`src/hw/rtl/kmd_pkg.sv`:
```
// shared types, constants and key tables for the key matrix decoder
// no dependencies; used by every module of the block
`default_nettype none

package kmd_pkg;

    // register indexes of the configuration port
    localparam logic [7:0] REG_REPEAT_DELAY    = 8'd0;
    localparam logic [7:0] REG_REPEAT_INTERVAL = 8'd1;
    localparam logic [7:0] REG_RELEASE_POLLS   = 8'd2;
    localparam logic [7:0] REG_PRESS_POLLS     = 8'd3;

    // register reset values
    localparam logic [15:0] RST_REPEAT_DELAY    = 16'd1000;
    localparam logic [15:0] RST_REPEAT_INTERVAL = 16'd200;
    localparam logic [7:0]  RST_RELEASE_POLLS   = 8'd20;
    localparam logic [7:0]  RST_PRESS_POLLS     = 8'd2;

    // modifier positions in the matrix
    localparam int unsigned POS_RCTRL  = 4;
    localparam int unsigned POS_LCTRL  = 20;
    localparam int unsigned POS_LSHIFT = 36;
    localparam int unsigned POS_FUNCT  = 44;
    localparam int unsigned POS_RSHIFT = 60;

    localparam logic [7:0] CTRL_MASK = 8'h1F;
    localparam logic [7:0] PEND_MAX  = 8'd255;

    // queue depth between front and back
    localparam int unsigned Q_DEPTH = 2;

    // plain key table, row-major
    localparam logic [7:0] TAB_PLAIN [64] = '{
        8'h37, 8'h6E, 8'h35, 8'h76, 8'h00, 8'h31, 8'h78, 8'h33,
        8'h6A, 8'h74, 8'h72, 8'h66, 8'h00, 8'h1B, 8'h71, 8'h64,
        8'h6D, 8'h36, 8'h62, 8'h34, 8'h00, 8'h7A, 8'h32, 8'h63,
        8'h6B, 8'h39, 8'h3B, 8'h2D, 8'h00, 8'h00, 8'h5C, 8'h27,
        8'h20, 8'h2C, 8'h2E, 8'h0B, 8'h00, 8'h08, 8'h0A, 8'h09,
        8'h75, 8'h69, 8'h6F, 8'h70, 8'h00, 8'h7F, 8'h5D, 8'h5B,
        8'h79, 8'h68, 8'h67, 8'h65, 8'h00, 8'h61, 8'h73, 8'h77,
        8'h38, 8'h6C, 8'h30, 8'h2F, 8'h00, 8'h0D, 8'h00, 8'h3D
    };

    // shifted key table, row-major
    localparam logic [7:0] TAB_UPPER [64] = '{
        8'h26, 8'h4E, 8'h25, 8'h56, 8'h00, 8'h21, 8'h58, 8'h23,
        8'h4A, 8'h54, 8'h52, 8'h46, 8'h00, 8'h1B, 8'h51, 8'h44,
        8'h4D, 8'h5E, 8'h42, 8'h24, 8'h00, 8'h5A, 8'h40, 8'h43,
        8'h4B, 8'h28, 8'h3A, 8'h5F, 8'h00, 8'h00, 8'h7C, 8'h22,
        8'h20, 8'h3C, 8'h3E, 8'h0B, 8'h00, 8'h08, 8'h0A, 8'h09,
        8'h55, 8'h49, 8'h4F, 8'h50, 8'h00, 8'h7F, 8'h7D, 8'h7B,
        8'h59, 8'h48, 8'h47, 8'h45, 8'h00, 8'h41, 8'h53, 8'h57,
        8'h2A, 8'h4C, 8'h29, 8'h3F, 8'h00, 8'h0D, 8'h00, 8'h2B
    };

    // function key table, row-major
    localparam logic [7:0] TAB_FN [64] = '{
        8'hB7, 8'h00, 8'hB5, 8'h00, 8'h00, 8'hB1, 8'h00, 8'hB3,
        8'h00, 8'h00, 8'h00, 8'h00, 8'h00, 8'h1B, 8'h00, 8'h00,
        8'h00, 8'hB6, 8'h00, 8'hB4, 8'h00, 8'h00, 8'hB2, 8'h00,
        8'h00, 8'hB9, 8'h00, 8'h00, 8'h00, 8'h00, 8'h00, 8'h00,
        8'h00, 8'h00, 8'h00, 8'h00, 8'h00, 8'h00, 8'h00, 8'h00,
        8'h00, 8'h00, 8'h00, 8'h00, 8'h00, 8'h00, 8'h00, 8'h00,
        8'h00, 8'h00, 8'h00, 8'h00, 8'h00, 8'h00, 8'h00, 8'h00,
        8'hB8, 8'h00, 8'hB0, 8'h00, 8'h00, 8'h00, 8'h00, 8'h00
    };

    // one classified poll
    typedef struct packed {
        logic [7:0] ch;
        logic       sh;
        logic       ct;
        logic       fn;
    } t_dec;

    // configuration registers
    typedef struct packed {
        logic [15:0] repeat_delay;
        logic [15:0] repeat_interval;
        logic [7:0]  release_polls;
        logic [7:0]  press_polls;
    } t_cfg;

endpackage

`default_nettype wire

```
`src/hw/rtl/kmd_front.sv`:
```
// front end: modifier flags and first-key decode of one matrix snapshot
// depends on kmd_pkg (tables, t_dec)
`default_nettype none

module kmd_front (
    input  wire logic [63:0] i_key_matrix,
    output kmd_pkg::t_dec    o_dec
);
    import kmd_pkg::*;

    logic        sh;
    logic        ct;
    logic        fn;
    logic [63:0] hit;
    logic [63:0] first;
    logic [7:0]  ch;
    logic [7:0]  sel [64];

    // modifier flags
    assign sh = i_key_matrix[POS_LSHIFT] | i_key_matrix[POS_RSHIFT];
    assign ct = i_key_matrix[POS_LCTRL] | i_key_matrix[POS_RCTRL];
    assign fn = i_key_matrix[POS_FUNCT];

    // per-position table entry and hit flag
    always_comb begin
        for (int p = 0; p < 64; p++) begin
            if (fn) begin
                sel[p] = TAB_FN[p];
            end else if (sh) begin
                sel[p] = TAB_UPPER[p];
            end else begin
                sel[p] = TAB_PLAIN[p];
            end
            hit[p] = i_key_matrix[p] && (sel[p] != 8'd0)
                     && (p != POS_LSHIFT) && (p != POS_RSHIFT)
                     && (p != POS_LCTRL) && (p != POS_RCTRL)
                     && (p != POS_FUNCT);
        end
    end

    // isolate lowest hit and select its entry
    assign first = hit & (~hit + 64'd1);

    always_comb begin
        ch = 8'd0;
        for (int p = 0; p < 64; p++) begin
            ch = ch | (first[p] ? sel[p] : 8'd0);
        end
    end

    // ctrl folds letters to control codes
    always_comb begin
        o_dec.sh = sh;
        o_dec.ct = ct;
        o_dec.fn = fn;
        o_dec.ch = ch;
        if (ct && (((ch >= 8'h61) && (ch <= 8'h7A)) || ((ch >= 8'h41) && (ch <= 8'h5A)))) begin
            o_dec.ch = ch & CTRL_MASK;
        end
    end

endmodule

`default_nettype wire

```
`src/hw/rtl/kmd_queue.sv`:
```
// short queue of classified polls between front and back
// depends on kmd_pkg (t_dec, Q_DEPTH)
`default_nettype none

module kmd_queue (
    input  wire logic          i_clk,
    input  wire logic          i_rst_n,
    input  wire logic          i_push,
    input  wire kmd_pkg::t_dec i_data,
    output logic               o_full,
    input  wire logic          i_pop,
    output logic               o_empty,
    output kmd_pkg::t_dec      o_data
);
    import kmd_pkg::*;

    localparam int unsigned PW = $clog2(Q_DEPTH);
    localparam int unsigned CW = $clog2(Q_DEPTH + 1);

    t_dec          r_mem [Q_DEPTH];
    logic [PW-1:0] r_wptr;
    logic [PW-1:0] r_rptr;
    logic [CW-1:0] r_count;
    logic          do_push;
    logic          do_pop;

    assign o_full  = (r_count == CW'(Q_DEPTH));
    assign o_empty = (r_count == '0);
    assign o_data  = r_mem[r_rptr];
    assign do_push = i_push && !o_full;
    assign do_pop  = i_pop && !o_empty;

    // storage
    always_ff @(posedge i_clk) begin
        if (do_push) begin
            r_mem[r_wptr] <= i_data;
        end
    end

    // pointers and fill count
    always_ff @(posedge i_clk) begin
        if (!i_rst_n) begin
            r_wptr  <= '0;
            r_rptr  <= '0;
            r_count <= '0;
        end else begin
            if (do_push) begin
                r_wptr <= (r_wptr == PW'(Q_DEPTH - 1)) ? '0 : r_wptr + 1'b1;
            end
            if (do_pop) begin
                r_rptr <= (r_rptr == PW'(Q_DEPTH - 1)) ? '0 : r_rptr + 1'b1;
            end
            if (do_push && !do_pop) begin
                r_count <= r_count + 1'b1;
            end else if (do_pop && !do_push) begin
                r_count <= r_count - 1'b1;
            end
        end
    end

endmodule

`default_nettype wire

```
`src/hw/rtl/kmd_back.sv`:
```
// back end: press/release debounce, typematic repeat, output register
// depends on kmd_pkg (t_dec, t_cfg)
`default_nettype none

module kmd_back (
    input  wire logic          i_clk,
    input  wire logic          i_rst_n,
    input  wire kmd_pkg::t_cfg i_cfg,
    input  wire logic          i_q_empty,
    input  wire kmd_pkg::t_dec i_q_data,
    output logic               o_q_pop,
    output logic               o_out_valid,
    input  wire logic          i_out_stall,
    output logic [7:0]         o_key_code,
    output logic               o_shift_held,
    output logic               o_ctrl_held,
    output logic               o_funct_held
);
    import kmd_pkg::*;

    logic [7:0]  r_held;
    logic [15:0] r_rep;
    logic [7:0]  r_rel;
    logic [7:0]  r_pkey;
    logic [7:0]  r_pcnt;
    logic [7:0]  n_held;
    logic [15:0] n_rep;
    logic [7:0]  n_rel;
    logic [7:0]  n_pkey;
    logic [7:0]  n_pcnt;
    logic [7:0]  n_code;
    logic [7:0]  cnt;
    logic        r_valid;
    logic [7:0]  r_code;
    logic        r_sh;
    logic        r_ct;
    logic        r_fn;
    logic [7:0]  ch;

    assign ch = i_q_data.ch;

    // take a word when the output register is free or being drained
    assign o_q_pop = !i_q_empty && (!r_valid || !i_out_stall);

    // debounce and repeat step
    always_comb begin
        n_held = r_held;
        n_rep  = r_rep;
        n_rel  = r_rel;
        n_pkey = r_pkey;
        n_pcnt = r_pcnt;
        n_code = 8'd0;
        cnt    = 8'd1;
        if (ch == 8'd0) begin
            if (r_rel != 8'd0) begin
                n_rel = r_rel - 8'd1;
            end else begin
                n_held = 8'd0;
                n_rep  = 16'd0;
            end
        end else begin
            n_rel = i_cfg.release_polls;
            if (ch == r_held) begin
                n_pkey = 8'd0;
                n_pcnt = 8'd0;
                if (r_rep == 16'd0) begin
                    n_rep  = i_cfg.repeat_interval;
                    n_code = ch;
                end else begin
                    n_rep = r_rep - 16'd1;
                end
            end else begin
                if (ch == r_pkey) begin
                    cnt = (r_pcnt == PEND_MAX) ? r_pcnt : r_pcnt + 8'd1;
                end
                if (cnt >= i_cfg.press_polls) begin
                    n_held = ch;
                    n_rep  = i_cfg.repeat_delay;
                    n_pkey = 8'd0;
                    n_pcnt = 8'd0;
                    n_code = ch;
                end else begin
                    n_pkey = ch;
                    n_pcnt = cnt;
                end
            end
        end
    end

    // debounce state
    always_ff @(posedge i_clk) begin
        if (!i_rst_n) begin
            r_held <= 8'd0;
            r_rep  <= 16'd0;
            r_rel  <= 8'd0;
            r_pkey <= 8'd0;
            r_pcnt <= 8'd0;
        end else if (o_q_pop) begin
            r_held <= n_held;
            r_rep  <= n_rep;
            r_rel  <= n_rel;
            r_pkey <= n_pkey;
            r_pcnt <= n_pcnt;
        end
    end

    // output valid
    always_ff @(posedge i_clk) begin
        if (!i_rst_n) begin
            r_valid <= 1'b0;
        end else if (o_q_pop) begin
            r_valid <= 1'b1;
        end else if (!i_out_stall) begin
            r_valid <= 1'b0;
        end
    end

    // output payload
    always_ff @(posedge i_clk) begin
        if (o_q_pop) begin
            r_code <= n_code;
            r_sh   <= i_q_data.sh;
            r_ct   <= i_q_data.ct;
            r_fn   <= i_q_data.fn;
        end
    end

    assign o_out_valid  = r_valid;
    assign o_key_code   = r_code;
    assign o_shift_held = r_sh;
    assign o_ctrl_held  = r_ct;
    assign o_funct_held = r_fn;

endmodule

`default_nettype wire

```
`src/hw/rtl/key_matrix_decode_debounce_repeat.sv`:
```
// top level of the key matrix decoder: configuration registers and wiring
// depends on kmd_pkg, kmd_front, kmd_queue, kmd_back
`default_nettype none

// Takes one 64-bit key matrix snapshot per cycle and returns one word per
// snapshot: the reported key code (0 for no event) and the shift, ctrl and
// function flags of that snapshot. The decoder front end classifies a
// snapshot combinationally and pushes it into a two-word queue; the back end
// pops one word per cycle unless the output stalls, runs the debounce and
// repeat step and registers the result, so the sustained rate is one poll
// per cycle; o_out_valid comes from the output register behind the queue.
// The input stalls only when the queue is full. Configuration writes are
// always accepted (o_cfg_ready is high); indexes above three are ignored.
module key_matrix_decode_debounce_repeat (
    input  wire logic        i_clk,
    input  wire logic        i_rst_n,
    input  wire logic        i_in_valid,
    output logic             o_in_stall,
    input  wire logic [63:0] i_key_matrix,
    output logic             o_out_valid,
    input  wire logic        i_out_stall,
    output logic [7:0]       o_key_code,
    output logic             o_shift_held,
    output logic             o_ctrl_held,
    output logic             o_funct_held,
    input  wire logic        i_cfg_valid,
    output logic             o_cfg_ready,
    input  wire logic [7:0]  i_cfg_index,
    input  wire logic [15:0] i_cfg_data
);
    import kmd_pkg::*;

    t_cfg r_cfg;
    t_dec front_dec;
    t_dec q_data;
    logic q_full;
    logic q_empty;
    logic q_pop;

    assign o_cfg_ready = 1'b1;
    assign o_in_stall  = q_full;

    // configuration registers
    always_ff @(posedge i_clk) begin
        if (!i_rst_n) begin
            r_cfg.repeat_delay    <= RST_REPEAT_DELAY;
            r_cfg.repeat_interval <= RST_REPEAT_INTERVAL;
            r_cfg.release_polls   <= RST_RELEASE_POLLS;
            r_cfg.press_polls     <= RST_PRESS_POLLS;
        end else if (i_cfg_valid && o_cfg_ready) begin
            case (i_cfg_index)
                REG_REPEAT_DELAY:    r_cfg.repeat_delay    <= i_cfg_data;
                REG_REPEAT_INTERVAL: r_cfg.repeat_interval <= i_cfg_data;
                REG_RELEASE_POLLS:   r_cfg.release_polls   <= i_cfg_data[7:0];
                REG_PRESS_POLLS:     r_cfg.press_polls     <= i_cfg_data[7:0];
                default: ;
            endcase
        end
    end

    // decode front end
    kmd_front u_front (
        .i_key_matrix (i_key_matrix),
        .o_dec        (front_dec)
    );

    // queue between front and back
    kmd_queue u_queue (
        .i_clk   (i_clk),
        .i_rst_n (i_rst_n),
        .i_push  (i_in_valid),
        .i_data  (front_dec),
        .o_full  (q_full),
        .i_pop   (q_pop),
        .o_empty (q_empty),
        .o_data  (q_data)
    );

    // debounce and repeat back end
    kmd_back u_back (
        .i_clk        (i_clk),
        .i_rst_n      (i_rst_n),
        .i_cfg        (r_cfg),
        .i_q_empty    (q_empty),
        .i_q_data     (q_data),
        .o_q_pop      (q_pop),
        .o_out_valid  (o_out_valid),
        .i_out_stall  (i_out_stall),
        .o_key_code   (o_key_code),
        .o_shift_held (o_shift_held),
        .o_ctrl_held  (o_ctrl_held),
        .o_funct_held (o_funct_held)
    );

endmodule

`default_nettype wire
```
`config.mk`:
```
export PLATFORM = sky130hd
export DESIGN_NAME = key_matrix_decode_debounce_repeat
export DESIGN_NICKNAME = d
export VERILOG_FILES = /design/src/hw/rtl/kmd_pkg.sv /design/src/hw/rtl/kmd_front.sv /design/src/hw/rtl/kmd_queue.sv /design/src/hw/rtl/kmd_back.sv /design/src/hw/rtl/key_matrix_decode_debounce_repeat.sv
export SDC_FILE = /design/constraint.sdc
export NUM_CORES = 1
export LEC_CHECK = 0
export BUFFER_PORTS_ARGS = -buffer_cell sky130_fd_sc_hd__clkbuf_2
export CAP_MARGIN = 20
export CORE_ASPECT_RATIO = 1.25
export CORE_MARGIN = 3
export CORE_UTILIZATION = 45
export CTS_BUF_LIST = sky130_fd_sc_hd__clkbuf_4 sky130_fd_sc_hd__clkbuf_8 sky130_fd_sc_hd__clkbuf_16
export CTS_CLUSTER_DIAMETER = 120
export CTS_CLUSTER_SIZE = 24
export DETAILED_ROUTE_END_ITERATION = 16
export PLACE_DENSITY = 0.61
export SYNTH_ARGS = -nofsm -noshare
export SYNTH_HDL_FRONTEND = slang
export SYNTH_HIERARCHICAL = 1
export SYNTH_SLANG_ARGS = --single-unit
```
`constraint.sdc`:
```
create_clock -name i_clk -period 4.43 [get_ports i_clk]
set_input_delay 0.443 -clock i_clk [delete_from_list [all_inputs] [get_ports i_clk]]
set_output_delay 0.443 -clock i_clk [all_outputs]
set_load 0.02 [all_outputs]
```
# Word-level counts from Yosys, hierarchy flattened
# Memory sizes are Yosys's and may differ from the RTL's. A register that Yosys moved wholly into a read port is not among the register bits.
# Index checks and enable logic that the tools add are counted.
# word_totals
regBits,112
ram_bits,22
input_bits,93
mem_count,1
# mem_list
name,words,width,read_ports,rd_ports_with_merged_regs,wr,line,source
u_queue.r_mem,2,11,1,1,1,kmd_queue.sv:20,t_dec r_mem [Q_DEPTH];
# classes
addsub,8
magnitude_cmp,5
eq_ne,11
mux,186
bitwise,58
reduce_logical,138
# ops
cell,count
two-way mux 8 bit,81
nonzero test 8 bit,54
OR 8 bit,52
two-way mux 7 bit,34
two-way mux 6 bit,36
two-way mux 16 bit,5
two-way mux 5 bit,13
adder 64 x 1 -> 64 bit (second input constant),1
AND 64 bit,1
inverter 64 bit,1
logical AND 1 bit,61
two-way mux 4 bit,5
equality test 8 x 2 -> 1 bit (second input constant),2
equality test 8 bit,2
greater-or-equal comparator 8 x 7 -> 1 bit (second input constant),2
<= comparator 8 x 7 -> 1 bit (second input constant),2
zero test 16 bit,1
zero test 8 bit,2
subtractor 16 x 1 -> 16 bit (second input constant),1
AND reduction 2 bit,6
two-way mux 1 bit,9
adder 8 x 1 -> 8 bit (second input constant),1
equality test 8 x 1 -> 1 bit (second input constant),1
equality test 8 bit (second input constant),1
20 further kinds,32

# Logic depth before layout (Yosys ltp)
# depth
word_depth,67
mapped_depth,14
ltp_nobuf,12

# By module
# The synthesis kept the hierarchy.
# modules_own_cells
module,n_inst,cells_each,area_each_um2,seq_area_each_um2
kmd_back,1,398,3603.5,1311.3
kmd_front,1,391,2481.1,0.0
key_matrix_decode_debounce_repeat,1,190,1954.4,960.9
kmd_queue,1,59,1023.5,760.7

# Least setup slack after synthesis
# No wires, ideal clock.
# synth_path
path_kind,reg-to-reg
startpoint,reg (tool-made name)
endpoint,reg u_back.r_pcnt[0]
setup_ps,60
t_arrival_ps,3721
setup_slack_ps,650
stages_incl_launch_ff,15
period_less_slack_ps,3780
cell_sequence,dfxtp_1 > buf_2 > mux2_2 > xor2_1 > nor4_1 > nand2_1 > nor3_1 > ha_1 > and3_1 > o21ai_0 > a31oi_1 > nor4_1 > nor2b_1 > buf_2 > a22o_1
# synth_rtl
item,line,source
"end signal, assigned",kmd_back.sv:103,r_pcnt <= n_pcnt;
"end, declared",kmd_back.sv:25,logic [7:0] r_pcnt;

==> flow_metrics.env <==
export IMPL_cp_required_ns=4.73
export IMPL_synth_edf_count=33
export IMPL_fp_dieW_um=133
export IMPL_use_met1=0.285
export IMPL_gp_routability_congestion=1.03
export IMPL_hold_viol_final=0
export IMPL_yosys_warnings=6
export IMPL_grt_antenna_before_repair=0
export IMPL_worstHoldPathType="input pin to flip-flop"
export IMPL_ys_ff_latch=135
export IMPL_drt_iter0_drc=701
export IMPL_dieArea_um2=21900
export IMPL_fmax_mhz=248
export IMPL_finalWorstSetupSlack_ns=0.395
export IMPL_fin_crit_sh=0.911
export IMPL_skew_ns=0.00904
export IMPL_io_buffers=100
export IMPL_clkLatencyLatePin_ns=0.42
export IMPL_cts_sinks=135
export IMPL_num_nets_final=1240
export IMPL_critPathLaunchType="flip-flop"
export IMPL_drtPass1Iterations=5
export IMPL_cp_arrival_ns=4.33
export IMPL_viasPerCell=6.05
export IMPL_grt_pass1_vias=8537
export IMPL_synth_cell_types=106
export IMPL_async_reset_ff_frac=0
export IMPL_place_ws_ns=0.274
export IMPL_post_route_min_period_ns=4.03
export IMPL_slew_headroom=0.259
export IMPL_top_usage_layer="met2"
export IMPL_clock_path_buffers=2
export IMPL_cts_buffers=17
export IMPL_synthFlopType="dfxtp_1"
export IMPL_post_drt_wl_per_cell_um=20.5
export IMPL_p_total_mw=3.88
export IMPL_drive_gt1_frac=0.194
export IMPL_drv_cap=0
export IMPL_rsz0062_at_grt="no"
export IMPL_via_count=8530
export IMPL_tns_ns=0
export IMPL_outcome="finished, final reports clean"
export IMPL_cts_tree="yes"
export IMPL_cp_max_fo=11
export IMPL_drc=0
export IMPL_diodes=0
export IMPL_grt_max_degree=70
export IMPL_grt_remaining_overflow=0
export IMPL_tightest_slew_ns=1.11
export IMPL_grt_met2_usage=0.463
export IMPL_path_class="flip-flop to flip-flop"
export IMPL_coreArea_um2=19600
export IMPL_post_cts_setup_buffers=0
export IMPL_ys_seq_area_frac=0.335
export IMPL_power_density_nw_per_um2=376
export IMPL_routed_wl_mm=28.9
export IMPL_syn_num_nets=1145
export IMPL_htree_levels=4
export IMPL_die_y_um=165
export IMPL_worstSetupEndpointType="flip-flop"
export IMPL_holdBufCountCts=0
export IMPL_grt_usage=0.262
export IMPL_syn_cell_area_um2=9060
export IMPL_syn_instance_count=1038
export IMPL_p_leak_nw=3.93
export IMPL_grt_pass1_wl_mm=45.5
export IMPL_final_antenna_net_count=0
export IMPL_rows=57
export IMPL_setup_viol=0
export IMPL_grt_use_met3=0.0451
export IMPL_area_growth_pct=13.9
export IMPL_ir_drop_mv=0.247
export IMPL_root_buffer="clkbuf_16"
export IMPL_final_core_util=0.526
export IMPL_initial_core_util=0.462
export IMPL_syn_area_per_cell_um2=8.73
export IMPL_maxSlewViolCount=0
export IMPL_dp_hpwl_mm=22.2
export IMPL_path_clk_slew_ns=0.06
export IMPL_io_pin_count=107
==> path summary, 6_finish.rpt <==
path / from / to / slack (ns) / cells after the start
setup / recovery: flip-flop / u_back/r_rep[14] / 0.40 / 13
hold / removal: i_cfg_data[9] / r_cfg[25] / 0.27 / 3
setup reg to reg: flip-flop / u_back/r_rep[14] / 0.40 / 13
hold reg to reg: r_cfg[24] / r_cfg[24] / 0.45 / 2
==> power breakdown <==
group | total (mW) | internal (mW) | switching [mW]
Clock | 1.36 | 0.784 | 0.580
Sequential | 1.53 | 1.43 | 0.100
Combinational | 0.984 | 0.368 | 0.616
==> layout by cell type, fill, tap and decap left out, types with 8 or more instances in the layout <==
| cell | netlist | routed |
|---|---|---|
| a22o_1 | 13 | 13 |
| dfxtp_1 | 102 | 102 |
| o2bb2ai_1 | 13 | 13 |
| o211ai_1 | 8 | 8 |
| mux2_2 | 17 | 17 |
| o21ai_0 | 34 | 34 |
| and3_1 | 10 | 10 |
| nand2_1 | 124 | 124 |
| nand4_1 | 25 | 25 |
| or4_1 | 11 | 11 |
| a31oi_1 | 16 | 16 |
| xor2_1 | 13 | 13 |
| nand3_1 | 23 | 23 |
| nor2_1 | 76 | 75 |
| buf_4 | 8 | 26 |
| edfxtp_1 | 33 | 33 |
| nor4_1 | 41 | 40 |
| and2_1 | 18 | 18 |
| ha_1 | 14 | 14 |
| nor3_1 | 37 | 36 |
| nor2b_1 | 36 | 36 |
| clkbuf_2 | 0 | 99 |
| inv_1 | 28 | 28 |
| xnor2_1 | 19 | 19 |
| clkbuf_16 | 0 | 17 |
| mux2i_1 | 69 | 69 |
| a21oi_1 | 31 | 31 |
==> routing by layer <==
layer | vias to the layer above | part of all wire
li1 | 4114 | -
met1 | 3976 | 0.39
met2 | 320 | 0.50
met3 | 120 | 0.046
met4 | 0 | 0.068
met5 | - | 0
==> logic make-up after synthesis <==
| logic type | after synthesis | share of synthesized area |
|---|---|---|
| buf+inv | 80 | 0.0515 |
| mux | 87 | 0.0990 |
| simple gates | 479 | 0.293 |
| flops | 135 | 0.335 |
| compound gates | 210 | 0.171 |
| fa+ha+maj | 14 | 0.0193 |
| other cells | 1 | 0.000414 |
| xor+xnor | 32 | 0.0309 |
==> stage by stage <==
step	instance area (um^2)	cells	hold slack (ns)
3_5_place_dp	9740	1379	0.447
4_1_cts	10300	1411	0.256
2_1_floorplan	9060	1038	0.431
5_1_grt	10300	1411	0.273
6_report	10300	1411	0.272
3_3_place_gp	9740	1379	0.442
==> worst max-delay path, stage by stage, from the launching register on <==
cell and delay [ns]:
dfxtp_1 0.65, mux2_2 0.48, xor2_1 0.16, nor4_1 0.30, nand2_1 0.26, nor3_1 0.34, ha_1 0.30, and3_1 0.19
o21ai_0 0.13, a31oi_1 0.15, nor3_2 0.32, nor3_1 0.11, buf_4 0.17, a221o_1 0.34
==> cells in the mapped netlist, types with 10 or more instances <==
library cell,count,area share
and2_1,18,0.012
buf_2,10,0.0055
buf_6,10,0.012
nor3_1,37,0.020
dfxtp_1,102,0.23
nor2b_1,36,0.025
nor2_1,76,0.031
nand3_1,23,0.013
xor2_1,13,0.013
edfxtp_1,33,0.11
o21ai_0,34,0.019
xnor2_1,19,0.018
nand4_1,25,0.017
or4_1,11,0.0091
clkbuf_1,16,0.0066
ha_1,14,0.019
nand2_1,124,0.051
nor4_1,41,0.028
mux2_2,17,0.021
a22o_1,13,0.013
a31oi_1,16,0.011
o2bb2ai_1,13,0.013
and3_1,10,0.0069
a21oi_1,31,0.017
inv_1,28,0.012
mux2i_1,69,0.076
==> sequential cells by signal, summed over array words and instances, names as in the netlist, 2 cells and up, named ones only <==
name               cells
u_queue/r_count        2
u_back/r_held          8
u_back/r_pcnt          8
u_back/r_pkey          8
u_back/r_rel           8
u_queue/r_mem         22
r_cfg                 48
u_back/o_key_code      8
u_back/r_rep          16
==> layout make-up <==
cell class	count	area (um^2)
clock buffer	17	425
clock inverter	15	144
fill	1882	9290
inverter	31	118
multi-input combinational	823	5580
sequential	135	3030
tap	265	332
timing repair buffer	125	691
==> timing repair <==
item | 4_1_cts | 5_1_grt
endpoints found under the setup margin | 0 | 34
endpoints found under the hold margin | 0 | 0
resized for setup | 0 | 2
Note: power is estimated with default switching activity, not from simulation.
